File: src/rtl/sync_frame_receiver_checksum_unit_defines.svh
// Assertion macros shared by the RTL of the sync frame receiver.
// Define ASSERT_OFF to compile every assertion away.
`ifndef SYNC_FRAME_RECEIVER_CHECKSUM_UNIT_DEFINES_SVH
`define SYNC_FRAME_RECEIVER_CHECKSUM_UNIT_DEFINES_SVH

`ifndef ASSERT_OFF

// Same-cycle implication, checked at every rising edge outside reset.
`define SFRC_ASSERT_IMPL(lbl, clk, rst_n, ante, cons, msg) \
	lbl: assert property (@(posedge clk) disable iff (!(rst_n)) (ante) |-> (cons)) \
		else $error(msg);

// Next-cycle implication, checked at every rising edge outside reset.
`define SFRC_ASSERT_NEXT(lbl, clk, rst_n, ante, cons, msg) \
	lbl: assert property (@(posedge clk) disable iff (!(rst_n)) (ante) |=> (cons)) \
		else $error(msg);

`else

`define SFRC_ASSERT_IMPL(lbl, clk, rst_n, ante, cons, msg)
`define SFRC_ASSERT_NEXT(lbl, clk, rst_n, ante, cons, msg)

`endif

`endif

File: src/rtl/sfrc_pkg.sv
`timescale 1ns / 1ps
`default_nettype none

package sfrc_pkg;

	localparam logic [7:0] SYNC_FIRST    = 8'h21;
	localparam logic [7:0] SYNC_SECOND   = 8'h47;
	localparam logic [3:0] FULL_LENGTH   = 4'd15;
	localparam logic [3:0] CHECK_INDEX   = 4'd14;
	localparam logic [3:0] FIRST_PAYLOAD = 4'd2;
	localparam int         PAYLOAD_BYTES = 12;
	localparam int         SLOT_W        = $clog2(PAYLOAD_BYTES);

	localparam logic [3:0] LIMIT_RESET   = 4'd15;
	localparam logic [3:0] LIMIT_MIN     = 4'd1;

	// Register index, taken from paddr[2] (registers sit on 4-byte steps).
	localparam logic REG_BUFFER_LIMIT = 1'b0;

	typedef enum logic [1:0] {
		PHASE_HUNT    = 2'd0,
		PHASE_SYNC2   = 2'd1,
		PHASE_COLLECT = 2'd2
	} phase_t;

	typedef enum logic [1:0] {
		STATUS_OK         = 2'd0,
		STATUS_BAD_LENGTH = 2'd1,
		STATUS_BAD_CHECK  = 2'd2
	} status_t;

	typedef struct packed {
		status_t     status;
		logic [3:0]  frame_length;
		logic [31:0] payload_x;
		logic [31:0] payload_y;
		logic [31:0] payload_z;
		logic [7:0]  check_byte;
	} frame_result_t;

endpackage

`default_nettype wire

File: src/rtl/sync_frame_receiver_checksum_unit.sv
`timescale 1ns / 1ps
`default_nettype none
// Sync-prefix frame receiver with an inverted-sum check byte.
// Input channel: one received byte per transaction on rx_byte, in_valid / in_stall.
// The receiver hunts for '!' then 'G', then collects bytes until 15 are held or
// the count reaches buffer_limit (APB register 0, reset 15, 0 acts as 1).
// Output channel: one transaction per closed frame on status, frame_length,
// payload_x/y/z and check_byte, out_valid / out_stall.
// A result is written to the output register when the closing byte is accepted,
// or to the skid register while the output register holds a stalled result.
// Throughput: one byte per cycle while in_stall is low.
// A stalled result holds in the output register; one more result fits in a
// skid register, and in_stall rises only while that skid register is full,
// so bytes that close no frame keep flowing while the receiver stalls.
// Reset clears the hunt state, the byte count, both valid flags and sets
// buffer_limit to 15. Write buffer_limit only while the block is idle.
// prdata returns buffer_limit in its low four bits; pready is tied high.

`include "sync_frame_receiver_checksum_unit_defines.svh"

module sync_frame_receiver_checksum_unit
	import sfrc_pkg::*;
(
	input  wire logic        clk,
	input  wire logic        arst_n,
	// configuration port
	input  wire logic        psel,
	input  wire logic        penable,
	input  wire logic        pwrite,
	input  wire logic [2:0]  paddr,
	input  wire logic [31:0] pwdata,
	output      logic [31:0] prdata,
	output      logic        pready,
	// byte input
	input  wire logic        in_valid,
	output      logic        in_stall,
	input  wire logic [7:0]  rx_byte,
	// frame result
	output      logic        out_valid,
	input  wire logic        out_stall,
	output      logic [1:0]  status,
	output      logic [3:0]  frame_length,
	output      logic [31:0] payload_x,
	output      logic [31:0] payload_y,
	output      logic [31:0] payload_z,
	output      logic [7:0]  check_byte
);

	// receiver state
	phase_t      phase_q, phase_d;
	logic [3:0]  count_q, count_d;
	logic [7:0]  sum_q, sum_d;
	logic [7:0]  check_q, check_d;
	logic [7:0]  payload_q [PAYLOAD_BYTES];
	logic [7:0]  payload_d [PAYLOAD_BYTES];
	logic [3:0]  limit_q;

	// output register and skid register
	logic          out_valid_q;
	frame_result_t out_q;
	logic          skid_valid_q;
	frame_result_t skid_q;

	logic          in_acc;
	logic          out_take;
	logic          step_ok;
	logic          emit;
	logic [3:0]    count_step;
	logic [3:0]    limit_eff;
	logic [3:0]    slot_full;
	logic [SLOT_W-1:0] slot;
	frame_result_t result;
	logic          cfg_wr;

	assign in_stall = skid_valid_q;
	assign in_acc   = in_valid && !skid_valid_q;
	assign out_take = out_valid_q && !out_stall;

	// ---------------------------------------------------------------
	// Configuration: one register, written in the APB access phase.
	// ---------------------------------------------------------------
	assign pready = 1'b1;
	assign cfg_wr = psel && penable && pwrite && pready && (paddr[2] == REG_BUFFER_LIMIT);

	always_comb begin
		prdata = '0;
		if (paddr[2] == REG_BUFFER_LIMIT) begin
			prdata = {28'd0, limit_q};
		end
	end

	always_ff @(posedge clk or negedge arst_n) begin
		if (!arst_n) begin
			limit_q <= LIMIT_RESET;
		end else if (cfg_wr) begin
			limit_q <= pwdata[3:0];
		end
	end

	// ---------------------------------------------------------------
	// Next state for one byte, plus the result of a closing byte.
	// ---------------------------------------------------------------
	assign limit_eff = (limit_q == 4'd0) ? LIMIT_MIN : limit_q;
	assign slot_full = count_q - FIRST_PAYLOAD;
	assign slot      = slot_full[SLOT_W-1:0];

	always_comb begin
		phase_d    = phase_q;
		count_step = count_q;
		sum_d      = sum_q;
		check_d    = check_q;
		payload_d  = payload_q;
		step_ok    = 1'b0;

		case (phase_q)
			PHASE_HUNT: begin
				if (rx_byte == SYNC_FIRST) begin
					// frame start: wipe what the last frame left
					for (int k = 0; k < PAYLOAD_BYTES; k++) begin
						payload_d[k] = '0;
					end
					check_d    = '0;
					sum_d      = rx_byte;
					count_step = 4'd1;
					phase_d    = PHASE_SYNC2;
					step_ok    = 1'b1;
				end
			end
			PHASE_SYNC2: begin
				if (rx_byte == SYNC_SECOND) begin
					sum_d      = sum_q + rx_byte;
					count_step = 4'd2;
					phase_d    = PHASE_COLLECT;
					step_ok    = 1'b1;
				end
			end
			PHASE_COLLECT: begin
				if (count_q < CHECK_INDEX) begin
					sum_d = sum_q + rx_byte;
					if (count_q >= FIRST_PAYLOAD) begin
						payload_d[slot] = rx_byte;
					end
				end else if (count_q == CHECK_INDEX) begin
					check_d = rx_byte;
				end
				count_step = count_q + 4'd1;
				step_ok    = 1'b1;
			end
			default: begin
				step_ok = 1'b0;
			end
		endcase

		emit = step_ok && ((count_step >= FULL_LENGTH) || (count_step >= limit_eff));

		// drop a byte that breaks sync, or close the frame: hunt again
		count_d = count_step;
		if (!step_ok || emit) begin
			phase_d = PHASE_HUNT;
			count_d = '0;
		end

		if (count_step != FULL_LENGTH) begin
			result.status = STATUS_BAD_LENGTH;
		end else if (~sum_d != check_d) begin
			result.status = STATUS_BAD_CHECK;
		end else begin
			result.status = STATUS_OK;
		end
		result.frame_length = count_step;
		result.payload_x    = {payload_d[3], payload_d[2], payload_d[1], payload_d[0]};
		result.payload_y    = {payload_d[7], payload_d[6], payload_d[5], payload_d[4]};
		result.payload_z    = {payload_d[11], payload_d[10], payload_d[9], payload_d[8]};
		result.check_byte   = check_d;
	end

	// control state
	always_ff @(posedge clk or negedge arst_n) begin
		if (!arst_n) begin
			phase_q <= PHASE_HUNT;
			count_q <= '0;
		end else if (in_acc) begin
			phase_q <= phase_d;
			count_q <= count_d;
		end
	end

	// frame contents: cleared at every frame start before any read
	always_ff @(posedge clk) begin
		if (in_acc) begin
			sum_q     <= sum_d;
			check_q   <= check_d;
			payload_q <= payload_d;
		end
	end

	// ---------------------------------------------------------------
	// Output register with one skid entry behind it.
	// ---------------------------------------------------------------
	always_ff @(posedge clk or negedge arst_n) begin
		if (!arst_n) begin
			out_valid_q  <= 1'b0;
			skid_valid_q <= 1'b0;
		end else if (skid_valid_q) begin
			// no byte is taken while the skid entry is full
			if (out_take) begin
				skid_valid_q <= 1'b0;
			end
		end else if (in_acc && emit) begin
			if (out_valid_q && !out_take) begin
				skid_valid_q <= 1'b1;
			end else begin
				out_valid_q <= 1'b1;
			end
		end else if (out_take) begin
			out_valid_q <= 1'b0;
		end
	end

	always_ff @(posedge clk) begin
		if (skid_valid_q) begin
			if (out_take) begin
				out_q <= skid_q;
			end
		end else if (in_acc && emit) begin
			if (out_valid_q && !out_take) begin
				skid_q <= result;
			end else begin
				out_q <= result;
			end
		end
	end

	assign out_valid    = out_valid_q;
	assign status       = out_q.status;
	assign frame_length = out_q.frame_length;
	assign payload_x    = out_q.payload_x;
	assign payload_y    = out_q.payload_y;
	assign payload_z    = out_q.payload_z;
	assign check_byte   = out_q.check_byte;

	// ---------------------------------------------------------------
	// Assertions
	// ---------------------------------------------------------------
	// the skid entry only fills behind a held result
	`SFRC_ASSERT_IMPL(a_skid_behind_out, clk, arst_n, skid_valid_q, out_valid_q, "skid full with empty output register")
	// a result that meets a stalled output lands in the skid entry
	`SFRC_ASSERT_NEXT(a_skid_catch, clk, arst_n, in_acc && emit && out_valid_q && out_stall, skid_valid_q, "closing result lost on stall")
	// while hunting no byte is counted
	`SFRC_ASSERT_IMPL(a_hunt_count, clk, arst_n, phase_q == PHASE_HUNT, count_q == 4'd0, "count not zero while hunting")
	// collection resumes at byte two and never passes the check byte
	`SFRC_ASSERT_IMPL(a_collect_range, clk, arst_n, phase_q == PHASE_COLLECT, count_q >= FIRST_PAYLOAD && count_q <= CHECK_INDEX, "collect count out of range")

endmodule

`default_nettype wire

File: config.mk
export PLATFORM = sky130hd
export DESIGN_NAME = sync_frame_receiver_checksum_unit
export DESIGN_NICKNAME = d
export VERILOG_FILES = /design/src/rtl/sfrc_pkg.sv /design/src/rtl/sync_frame_receiver_checksum_unit.sv
export VERILOG_INCLUDE_DIRS = /design/src /design/src/rtl
export SDC_FILE = /design/constraint.sdc
export NUM_CORES = 1
export LEC_CHECK = 0
export BUFFER_PORTS_ARGS = -buffer_cell sky130_fd_sc_hd__buf_4
export CAP_MARGIN = 20
export CORE_MARGIN = 10
export CORE_UTILIZATION = 45
export CTS_CLUSTER_SIZE = 24
export DETAILED_ROUTE_END_ITERATION = 7
export PLACE_DENSITY = 0.74
export SLEW_MARGIN = 20
export SYNTH_ARGS = -nofsm -noshare
export SYNTH_HDL_FRONTEND = slang
export SYNTH_SLANG_ARGS = --single-unit
File: constraint.sdc
create_clock -name clk -period 12.4 [get_ports clk]
set_clock_uncertainty 0.15 [all_clocks]
set_input_delay 2.48 -clock clk [delete_from_list [all_inputs] [get_ports clk]]
set_output_delay 2.48 -clock clk [all_outputs]
set_load 0.01 [all_outputs]
==> Word level (Yosys, flattened, before mapping) <==
Index checks and enable logic that the tools add are counted.
{ "classes": {"add_sub_neg": 3, "magnitude_cmp": 6, "eq_ne": 12, "muxes": 41, "n_bitwise": 4, "n_reduce_logical": 24} }
{ "op_table": {"columns": ["operator", "n"], "rows": [
  ["2-to-1 mux 110 bit", 4],
  ["2-to-1 mux 96 bit", 3],
  ["case mux 96 bit (2 select lines)", 1],
  ["bitwise mux 96 bit", 1],
  ["2-to-1 mux 8 bit", 7],
  ["demux 8 bit (select 4 bit)", 1],
  ["case mux 8 bit (3 select lines)", 1],
  ["2-to-1 mux 4 bit", 5],
  ["case mux 8 bit (2 select lines)", 1],
  ["case mux 4 bit (3 select lines)", 1],
  ["2-to-1 mux 2 bit", 5],
  ["logical AND 1 bit", 9],
  ["2-to-1 mux 1 bit", 9],
  ["AND reduction 3 bit", 3],
  ["adder 8 bit", 1],
  ["== test 8 x 6 -> 1 bit (second input constant)", 1],
  ["== test 8 x 7 -> 1 bit (second input constant)", 1],
  ["!= test 8 bit", 1],
  ["inverter 8 bit", 1],
  ["!= test 3 bit (second input constant)", 2],
  ["greater-or-equal comparator 5 bit (second input constant)", 1],
  ["less-than comparator 5 x 1 -> 1 bit (second input constant)", 1],
  ["inverter 4 -> 5 bit", 1],
  ["adder 4 x 1 -> 4 bit (second input constant)", 1],
  ["other kinds (21)", 28]
]} }
{ "word_totals": {"reg_bits": 344, "output_inout_bits": 145, "elab_cells": 121} }

==> Depth between registers and ports, before layout <==
Gate-level depths: netlist (run 1).
{ "depth": {"word_depth": 13, "ltp_mapped": 14, "mapped_depth_nobuf": 13} }

==> Least setup slack after synthesis (run 1) <==
No wires, ideal clock.
{ "synth_path": {"path_type": "input to register", "startpoint": "in in_valid", "endpoint": "reg out_q, in the netlist check_byte[0], enable pin", "setup_time_ns": 0.609, "arrival_ns": 10.421, "required_time_ns": 11.641, "slack_ns": 1.220, "cell_stages": 4, "cell_sequence": "nand2b_1 -> inv_1 -> nand3_1 -> a21boi_1"} }
{ "synth_between": {"elab_chain_cells": 4} }
{ "synth_lines": {"columns": ["item", "line_no", "rtl"], "rows": [
  ["from (decl)", "sync_frame_receiver_checksum_unit.sv:35", "input wire logic in_valid,"],
  ["logical AND 1 bit", "sync_frame_receiver_checksum_unit.sv:76", "assign in_acc = in_valid && !skid_valid_q;"],
  ["named net in_acc", "sync_frame_receiver_checksum_unit.sv:64", "logic in_acc;"],
  ["logical AND 1 bit", "sync_frame_receiver_checksum_unit.sv:225", "end else if (in_acc && emit) begin"],
  ["nonzero test 2 bit (no source line)", null, null],
  ["AND reduction 3 bit (no source line)", null, null],
  ["to (signal assigned)", "sync_frame_receiver_checksum_unit.sv:223", "out_q <= skid_q;"],
  ["to (signal assigned)", "sync_frame_receiver_checksum_unit.sv:229", "out_q <= result;"],
  ["to (decl)", "sync_frame_receiver_checksum_unit.sv:60", "frame_result_t out_q;"]
]} }
The timed path passes the listed nets, and every way through them passes these cells.
A chain may end at the register's enable or synchronous reset.

==> Worst setup path in the final report (run 1) <==
{ "layout_path": {"startpoint": "in rx_byte[3]", "endpoint": "reg out_q, in the netlist payload_x[24], enable pin"} }
{ "layout_between": {"elab_chain_cells": 9, "elab_cells_between_ends": 15, "cone_classes": "order compare: 2; eq/ne: 2; mux: 6; reduce/logical: 5"} }
{ "layout_lines": {"columns": ["item", "line_no", "rtl"], "rows": [
  ["from (decl)", "sync_frame_receiver_checksum_unit.sv:37", "input wire logic [7:0] rx_byte,"],
  ["== test 8 x 7 -> 1 bit or == test 8 x 6 -> 1 bit (tied branches)", "sync_frame_receiver_checksum_unit.sv:130, sync_frame_receiver_checksum_unit.sv:117", null],
  ["2-to-1 mux 4 bit (on tied branches)", "sync_frame_receiver_checksum_unit.sv:130, sync_frame_receiver_checksum_unit.sv:117", null],
  ["case mux 4 bit (3 select lines) *", "sync_frame_receiver_checksum_unit.sv:115", "case (phase_q)"],
  ["named net count_step[0]", "sync_frame_receiver_checksum_unit.sv:68", "logic [3:0] count_step;"],
  ["greater-or-equal comparator 4 bit", "sync_frame_receiver_checksum_unit.sv:154", "emit = step_ok && ((count_step >= FULL_LENGTH) || (count_step >= limit_eff));"],
  ["logical OR 1 bit *", "sync_frame_receiver_checksum_unit.sv:154", null],
  ["logical AND 1 bit *", "sync_frame_receiver_checksum_unit.sv:154", null],
  ["logical AND 1 bit *", "sync_frame_receiver_checksum_unit.sv:225", null],
  ["nonzero test 2 bit (no source line) *", null, null],
  ["AND reduction 3 bit (no source line) *", null, null]
]} }
Mark *: on every way through the listed nets, which the timed path passes. The rest lies on a longest branch.

==> qor.txt, run 1 <==
GRT
--------------------------------------------------------------------------------------------------
Initial antenna violation count                                                                  0
Vias in the first global route                                                                8359
Pin count of the biggest net entering global routing                                            70
Congestion Overflow GR                                                                           0
Global-route wire length before repair                                                    48700 µm
Global-route usage over all layers                                                           15.0%

SETUP PATH
--------------------------------------------------------------------------------------------------
Launching element type of the critical path                                             input port
Critical-path top delay cell                                                          sky130_fd_sc_hd__buf_4
Data required time of the worst path                                                      12.38 ns
Cell breakdown of the critical path                                                   buf_4 > nor4b_4 > nand3_4 > buf_4 > o211ai_1 > inv_1 > ha_1 > nand2b_1 > a21o_1 > a21o_1 > a21oi_1 > nand2_2 > nand3_1 > a21boi_4 > buf_4
Register-to-Register Setup Slack                                                           7.59 ns
Worst setup endpoint                                                                  payload_x[24]
Beginning of the worst register-to-register path                                        phase_q[0]
Startpoint of the worst setup timing path                                               rx_byte[3]
Delay of the slowest cell on the worst path                                                0.64 ns
Maximum fanout count along the critical path                                                    69
Worst R2R Path Depth                                                                            14
Critical path capture point type                                                              flop
Critical register-to-register path endpoint                                           payload_x[24]
Worst Path Class, Setup                                                               input port to flop
Dominant cell type by count on the critical path                                      sky130_fd_sc_hd__buf_4
CP arrival                                                                                 6.87 ns

SYNTHESIS
--------------------------------------------------------------------------------------------------
Share of flip-flops with an asynchronous set or reset                                        3.49%
Top cell type's share of synthesized area                                                    67.9%
Number of warnings printed during yosys synthesis                                                0
Number of flops mapped to enable cells by yosys                                                332
Number of distinct library cell variants in the gate-level netlist after synthesis              64
Post-synthesis cell area                                                                0.0147 mm²
Cell taking the most area after synthesis                                             sky130_fd_sc_hd__edfxtp_1
Per-instance average area after synthesis                                                 14.1 µm²
Flip-flop cell with the highest count after synthesis                                 sky130_fd_sc_hd__edfxtp_1
Synth top area cells                                                                  sky130_fd_sc_hd__edfxtp_1, sky130_fd_sc_hd__mux2_2, sky130_fd_sc_hd__nand2_1
Mapped Cells                                                                                  1043
FF+latch count, synth                                                                          344
Part of the Yosys area used for sequential elements                                          70.0%

FINAL LAYOUT
--------------------------------------------------------------------------------------------------
Filler cells                                                                                  2716
Antenna diode instance count                                                                     0
Sequential Area                                                                         0.0103 mm²
Fin nets                                                                                      1230
Most common library cell in the layout ignoring fill and taps                         sky130_fd_sc_hd__edfxtp_1
Fraction of final layout cells sized beyond drive strength 1                                 27.7%
Area of the multi-input gates                                                          0.00400 mm²
Synthesis-to-finish area growth                                                              16.4%
Highest-count cells in the layout ignoring fill and taps                              sky130_fd_sc_hd__edfxtp_1, sky130_fd_sc_hd__nand2_1, sky130_fd_sc_hd__buf_4

PWR
--------------------------------------------------------------------------------------------------
Peak supply drop                                                                         0.0899 mV
Leakage                                                                                    6.17 nW
Clock share of power                                                                         40.0%
Total power density per cell area                                                       151 mW/mm²
Cell internal power dissipation                                                            2.02 mW
Overall power consumption                                                                  2.58 mW
Gate power share                                                                              7.7%
Switching part of the total power                                                            21.6%
Power share of the sequential group                                                          52.3%
Sw Pwr                                                                                    0.558 mW

CLOCK TREE
--------------------------------------------------------------------------------------------------
Clock latency reported for the late side of the worst-skew pair                            0.52 ns
Number of sinks handled by clock tree synthesis                                                344
H-tree depth reported by CTS                                                                     2
Clock tree from TritonCTS                                                                      yes
Clock transition time at the flip-flop clock pins of the worst setup and hold paths        0.07 ns
Number of post-CTS setup repair buffers                                                          0
Deepest clock path buffer count                                                                  3
Post-CTS Hold Fix Bufs                                                                           0
PostCTS Resize Cnt                                                                               0
Number of buffers inserted during clock tree synthesis                                          36
Clock root buffer                                                                     sky130_fd_sc_hd__clkbuf_16

ROUTE
--------------------------------------------------------------------------------------------------
Drt initial violations                                                                         809
Number of antenna-violating nets in the routed design                                            0
Vias per Instance                                                                             5.21
Residual DRC count                                                                               0
Drt pass-1 iters                                                                                 5
Wire length after detailed routing                                                        31400 µm
Average detailed-routed wire length per instance                                           19.3 µm
Total number of vias                                                                          8478

STA
--------------------------------------------------------------------------------------------------
Setup-failing EPs final                                                                          0
Actual transition at the worst max-transition pin                                         0.919 ns
Final period demand of the worst path                                                      6.88 ns
Hold violation total from the final report                                                       0
Max Clk Rate                                                                             0.145 GHz
Relative slew slack                                                                          38.8%
Setup TNS                                                                                     0 ns
Unrepaired setup endpoints after global routing                                                 no
Pins over their slew limit                                                                       0
Fraction of the cycle the final worst path needs                                             55.5%

PLACED DESIGN
--------------------------------------------------------------------------------------------------
Port-buffer cells                                                                              135
RePlAce Congestion                                                                           0.809
Estimated wirelength of the detail-placed design                                          19700 µm

DIE
--------------------------------------------------------------------------------------------------
Site row count                                                                                  66
Die Y                                                                                       201 µm
Core outline area                                                                       0.0324 mm²
Die area                                                                                0.0402 mm²
Starting Density                                                                             45.3%
Num ports                                                                                      195
Die X-Extent                                                                                201 µm

WORST HOLD PATH
--------------------------------------------------------------------------------------------------
Hold Crit Class                                                                       flop to flop

FLOW RUN
--------------------------------------------------------------------------------------------------
Max_cap viols                                                                                    0

STATUS
--------------------------------------------------------------------------------------------------
Run status                                                                               completed

[sequential cells by signal, indices dropped and copies added (netlist names), 8 cells and up]
register,cells
check_byte,8
check_q,8
sum_q,8
payload_x,32
payload_q,96
skid_q,110
payload_z,32
payload_y,32
[logic make-up after synthesis]
family	share of synthesized area [%]
and+or+nand+nor	9.07
other	0.0512
adders and majority gates	1.67
DFF	70.0
AOI/OAI and AO/OA	6.10
muxes	8.75
buffers and inverters	3.63
xor gates and xnor gates	0.716
[per-layer routing]
layer,part of all wire [%],GRT usage [%],vias up
met3,6.3,3.60,36
met5,0,0,-
met1,44,20.3,4191
met2,48,24.1,259
met4,1.6,3.60,0
li1,-,-,3992
[critical path, delay by kind of cell]
kind | cells | cell delay, ns
AND/OR/NAND/NOR | 5 | 1.56
buffers and inverters | 4 | 1.52
AO/OA/AOI/OAI | 5 | 0.84
adder cells (fa/ha/maj) | 1 | 0.28
[cell usage after synthesis (3+ instances only)]
master	count
sky130_fd_sc_hd__edfxtp_1	332
sky130_fd_sc_hd__nand2_1	222
sky130_fd_sc_hd__mux2_2	114
sky130_fd_sc_hd__o21ai_0	84
sky130_fd_sc_hd__clkbuf_1	43
sky130_fd_sc_hd__buf_4	33
sky130_fd_sc_hd__o21ai_1	22
sky130_fd_sc_hd__ha_1	18
sky130_fd_sc_hd__inv_1	16
sky130_fd_sc_hd__nor2_1	14
sky130_fd_sc_hd__and2_1	13
sky130_fd_sc_hd__nand3_1	13
sky130_fd_sc_hd__buf_2	12
sky130_fd_sc_hd__xor2_1	9
sky130_fd_sc_hd__a22o_1	8
sky130_fd_sc_hd__dfrtp_1	8
sky130_fd_sc_hd__a21oi_1	5
sky130_fd_sc_hd__and3_1	5
sky130_fd_sc_hd__a21o_1	4
sky130_fd_sc_hd__dfstp_2	4
sky130_fd_sc_hd__nor3_1	3
sky130_fd_sc_hd__o2111ai_1	3
sky130_fd_sc_hd__o211ai_1	3
sky130_fd_sc_hd__or3_1	3
sky130_fd_sc_hd__xnor2_1	3
[cell type report]
| cell class | count | area share [%] |
|---|---|---|
| Clock buffer | 43 | 5.55 |
| Clock inverter | 20 | 1.05 |
| Inverter | 16 | 0.366 |
| Multi-Input combinational cell | 621 | 23.4 |
| Sequential cell | 344 | 60.2 |
| Tap cell | 442 | 3.24 |
| Timing Repair Buffer | 142 | 6.24 |
[power by group through the flow]
stage | sequential (mW) | combinational [mW] | clock (mW)
floorplan | 1.37 | 0.149 | 0
global placement | 1.37 | 0.192 | 0
detailed placement | 1.38 | 0.197 | 0
CTS | 1.35 | 0.199 | 1.06
global route | 1.36 | 0.219 | 1.11
finish | 1.35 | 0.198 | 1.03
[through the flow]
step	cells	cell area [µm²]	setup slack (ns)	utilization, %	hold WS (ns)
after floorplan	1070	14800	1.22	-	0.357
after global placement	1565	16000	5.10	49.3	0.367
after detailed placement	1565	16000	4.99	49.3	0.376
after CTS	1628	17100	5.53	52.8	0.375
after global routing	1628	17100	5.27	52.8	0.385
final	1628	17100	5.52	52.8	0.369
[worst min-delay path by stage]
stage                     start        end  cells after the start
floorplan           skid_q[109]  status[1]                      2
global placement    skid_q[109]  status[1]                      2
CTS                 skid_q[109]  status[1]                      2
finish              skid_q[109]  status[1]                      2
detailed placement  skid_q[109]  status[1]                      2
global route        skid_q[109]  status[1]                      2
No activity file was read; power rests on OpenSTA's default activity.
==> run 2: changes to the inputs <==
==> constraint.sdc (replaced) <==
create_clock -name clk -period 7.1 [get_ports clk]
set_clock_uncertainty 0.15 [all_clocks]
set_input_delay 1.42 -clock clk [delete_from_list [all_inputs] [get_ports clk]]
set_output_delay 1.42 -clock clk [all_outputs]
set_load 0.01 [all_outputs]
==> qor.txt, run 2 (same netlist as run 1, synthesis figures left out) <==
ROUTE
--------------------------------------------------------------------------------------------------
Wire length after detailed routing                                                        31000 µm
Sum of routed wire segments on met1                                                       13500 µm
Drt pass-1 iters                                                                                 5
Number of antenna-violating nets in the routed design                                            0
Detailed route wirelength on metal2                                                       14800 µm
Vias per Instance                                                                             5.23
Highest metal layer used by the detailed router                                               met4
Length of routed met3 wiring                                                               2280 µm
Total number of vias                                                                          8523
Residual DRC count                                                                               0
Drt initial violations                                                                         750
Average detailed-routed wire length per instance                                           19.0 µm

SETUP PATH
--------------------------------------------------------------------------------------------------
Critical path capture point type                                                              flop
Worst R2R Path Depth                                                                            12
Beginning of the worst register-to-register path                                        phase_q[0]
Register-to-Register Setup Slack                                                           2.98 ns
Worst setup endpoint                                                                  payload_y[10]
CP arrival                                                                                 4.88 ns
Launching element type of the critical path                                             input port
Worst Path Class, Setup                                                               input port to flop
Critical register-to-register path endpoint                                           payload_y[10]
Maximum fanout count along the critical path                                                   105
Data required time of the worst path                                                       7.08 ns
Startpoint of the worst setup timing path                                               rx_byte[3]

STATUS
--------------------------------------------------------------------------------------------------
Run status                                                                               completed

PLACED DESIGN
--------------------------------------------------------------------------------------------------
# placed instances                                                                            1565
RePlAce Congestion                                                                           0.813
Port-buffer cells                                                                              135
Estimated wirelength of the detail-placed design                                          19700 µm
Worst Setup Slack post-DPL                                                                 1.48 ns

STA
--------------------------------------------------------------------------------------------------
Actual transition at the worst max-transition pin                                          1.06 ns
Hold violation total from the final report                                                       0
Final period demand of the worst path                                                      4.89 ns
Setup-failing EPs final                                                                          0
Max Clk Rate                                                                             0.204 GHz
Unrepaired setup endpoints after global routing                                                 no
Hold Worst Slack                                                                          0.395 ns
Setup TNS                                                                                     0 ns
Pins over their slew limit                                                                       0
Relative slew slack                                                                          29.7%
Fraction of the cycle the final worst path needs                                             68.9%
Worst setup margin                                                                         2.21 ns

GRT
--------------------------------------------------------------------------------------------------
Vias in the first global route                                                                8394
Initial antenna violation count                                                                  0
Congestion Overflow GR                                                                           0
Global-route usage over all layers                                                           14.8%
Global-route wire length before repair                                                    48400 µm
Pin count of the biggest net entering global routing                                           106

FINAL LAYOUT
--------------------------------------------------------------------------------------------------
Synthesis-to-finish area growth                                                              17.2%
Fin nets                                                                                      1230
Reg with most FFs                                                                           skid_q
Core Util, Final                                                                             53.1%
Final Non-Filler Cells                                                                        1629
Antenna diode instance count                                                                     0
Most common library cell in the layout ignoring fill and taps                         sky130_fd_sc_hd__edfxtp_1
Largest register FFs                                                                           110
Fraction of final layout cells sized beyond drive strength 1                                 27.9%
Filler cells                                                                                  2699
Highest-count cells in the layout ignoring fill and taps                              sky130_fd_sc_hd__edfxtp_1, sky130_fd_sc_hd__nand2_1, sky130_fd_sc_hd__buf_4
Largest registers                                                                     skid_q x110, payload_q x96

CLOCK TREE
--------------------------------------------------------------------------------------------------
Clock transition time at the flip-flop clock pins of the worst setup and hold paths        0.06 ns
H-tree depth reported by CTS                                                                     2
Number of sinks handled by clock tree synthesis                                                344
Deepest clock path buffer count                                                                  3
Clock root buffer                                                                     sky130_fd_sc_hd__clkbuf_16
Clock latency reported for the late side of the worst-skew pair                            0.51 ns
Post-CTS Hold Fix Bufs                                                                           0
Clock tree from TritonCTS                                                                      yes
PostCTS Resize Cnt                                                                               0
Number of post-CTS setup repair buffers                                                          0
Number of buffers inserted during clock tree synthesis                                          36

PWR
--------------------------------------------------------------------------------------------------
Total power density per cell area                                                       269 mW/mm²
Leakage                                                                                    6.22 nW
Peak supply drop                                                                          0.155 mV

DIE
--------------------------------------------------------------------------------------------------
Site row count                                                                                  66
Starting Density                                                                             45.3%
Die X-Extent                                                                                201 µm
Num ports                                                                                      195
Die area                                                                                0.0402 mm²
Core outline area                                                                       0.0324 mm²
Die Y                                                                                       201 µm

WORST HOLD PATH
--------------------------------------------------------------------------------------------------
Hold Crit Class                                                                       flop to flop

FLOW RUN
--------------------------------------------------------------------------------------------------
Max_cap viols                                                                                    0

[run 2: worst min-delay path by stage]
stage / from / to / slack, ns / cells past startpoint
floorplan: skid_q[109] / status[1] / 0.36 / 2
global placement: skid_q[109] / status[1] / 0.36 / 2
detailed placement: skid_q[95] / payload_x[23] / 0.38 / 1
global route: skid_q[74] / payload_x[2] / 0.41 / 1
CTS: skid_q[74] / payload_x[2] / 0.40 / 1
finish: skid_q[108] / status[0] / 0.39 / 1
[run 2: where the power goes]
| group | internal, mW | leakage (nW) | switching, mW |
|---|---|---|---|
| clock | 1.16 | 0.579 | 0.752 |
| sequential | 2.33 | 3.22 | 0.0263 |
| combinational | 0.142 | 2.42 | 0.208 |
| total | 3.64 | 6.22 | 0.987 |
[run 2: through the flow]
| step | area [µm²] | power, mW |
|---|---|---|
| floorplan | 14800 | 2.65 |
| global placement | 16000 | 2.74 |
| detailed placement | 16000 | 2.75 |
| CTS | 17200 | 4.67 |
| global route | 17200 | 4.78 |
| finish | 17200 | 4.62 |
[run 2: final cells by class]
cell class	count	area (µm²)	area share, %
clock buffers	46	981	5.71
clock inverters	18	228	1.32
inverters	16	62.6	0.364
multi-input cells	621	4000	23.2
flip-flops and latches	344	10300	59.8
well taps	442	553	3.22
repair buffers	142	1090	6.37
[run 2: layer usage]
metal  vias to the layer above  global-route usage (%)
met2                       311                    23.3
li1                       3984                       -
met4                         0                    3.71
met1                      4184                    20.5
met3                        44                    3.32
met5                         -                       0
[run 2: worst max-delay path, cell delays in order]
cell	delay, ns
sky130_fd_sc_hd__buf_4	0.20
sky130_fd_sc_hd__nor4b_4	0.57
sky130_fd_sc_hd__nand3_4	0.12
sky130_fd_sc_hd__buf_6	0.33
sky130_fd_sc_hd__nand4_1	0.20
sky130_fd_sc_hd__o21ai_1	0.18
sky130_fd_sc_hd__ha_1	0.34
sky130_fd_sc_hd__a21o_1	0.10
sky130_fd_sc_hd__a21oi_1	0.09
sky130_fd_sc_hd__nand2_2	0.13
sky130_fd_sc_hd__nand3_1	0.23
sky130_fd_sc_hd__a21boi_4	0.21
sky130_fd_sc_hd__buf_4	0.63
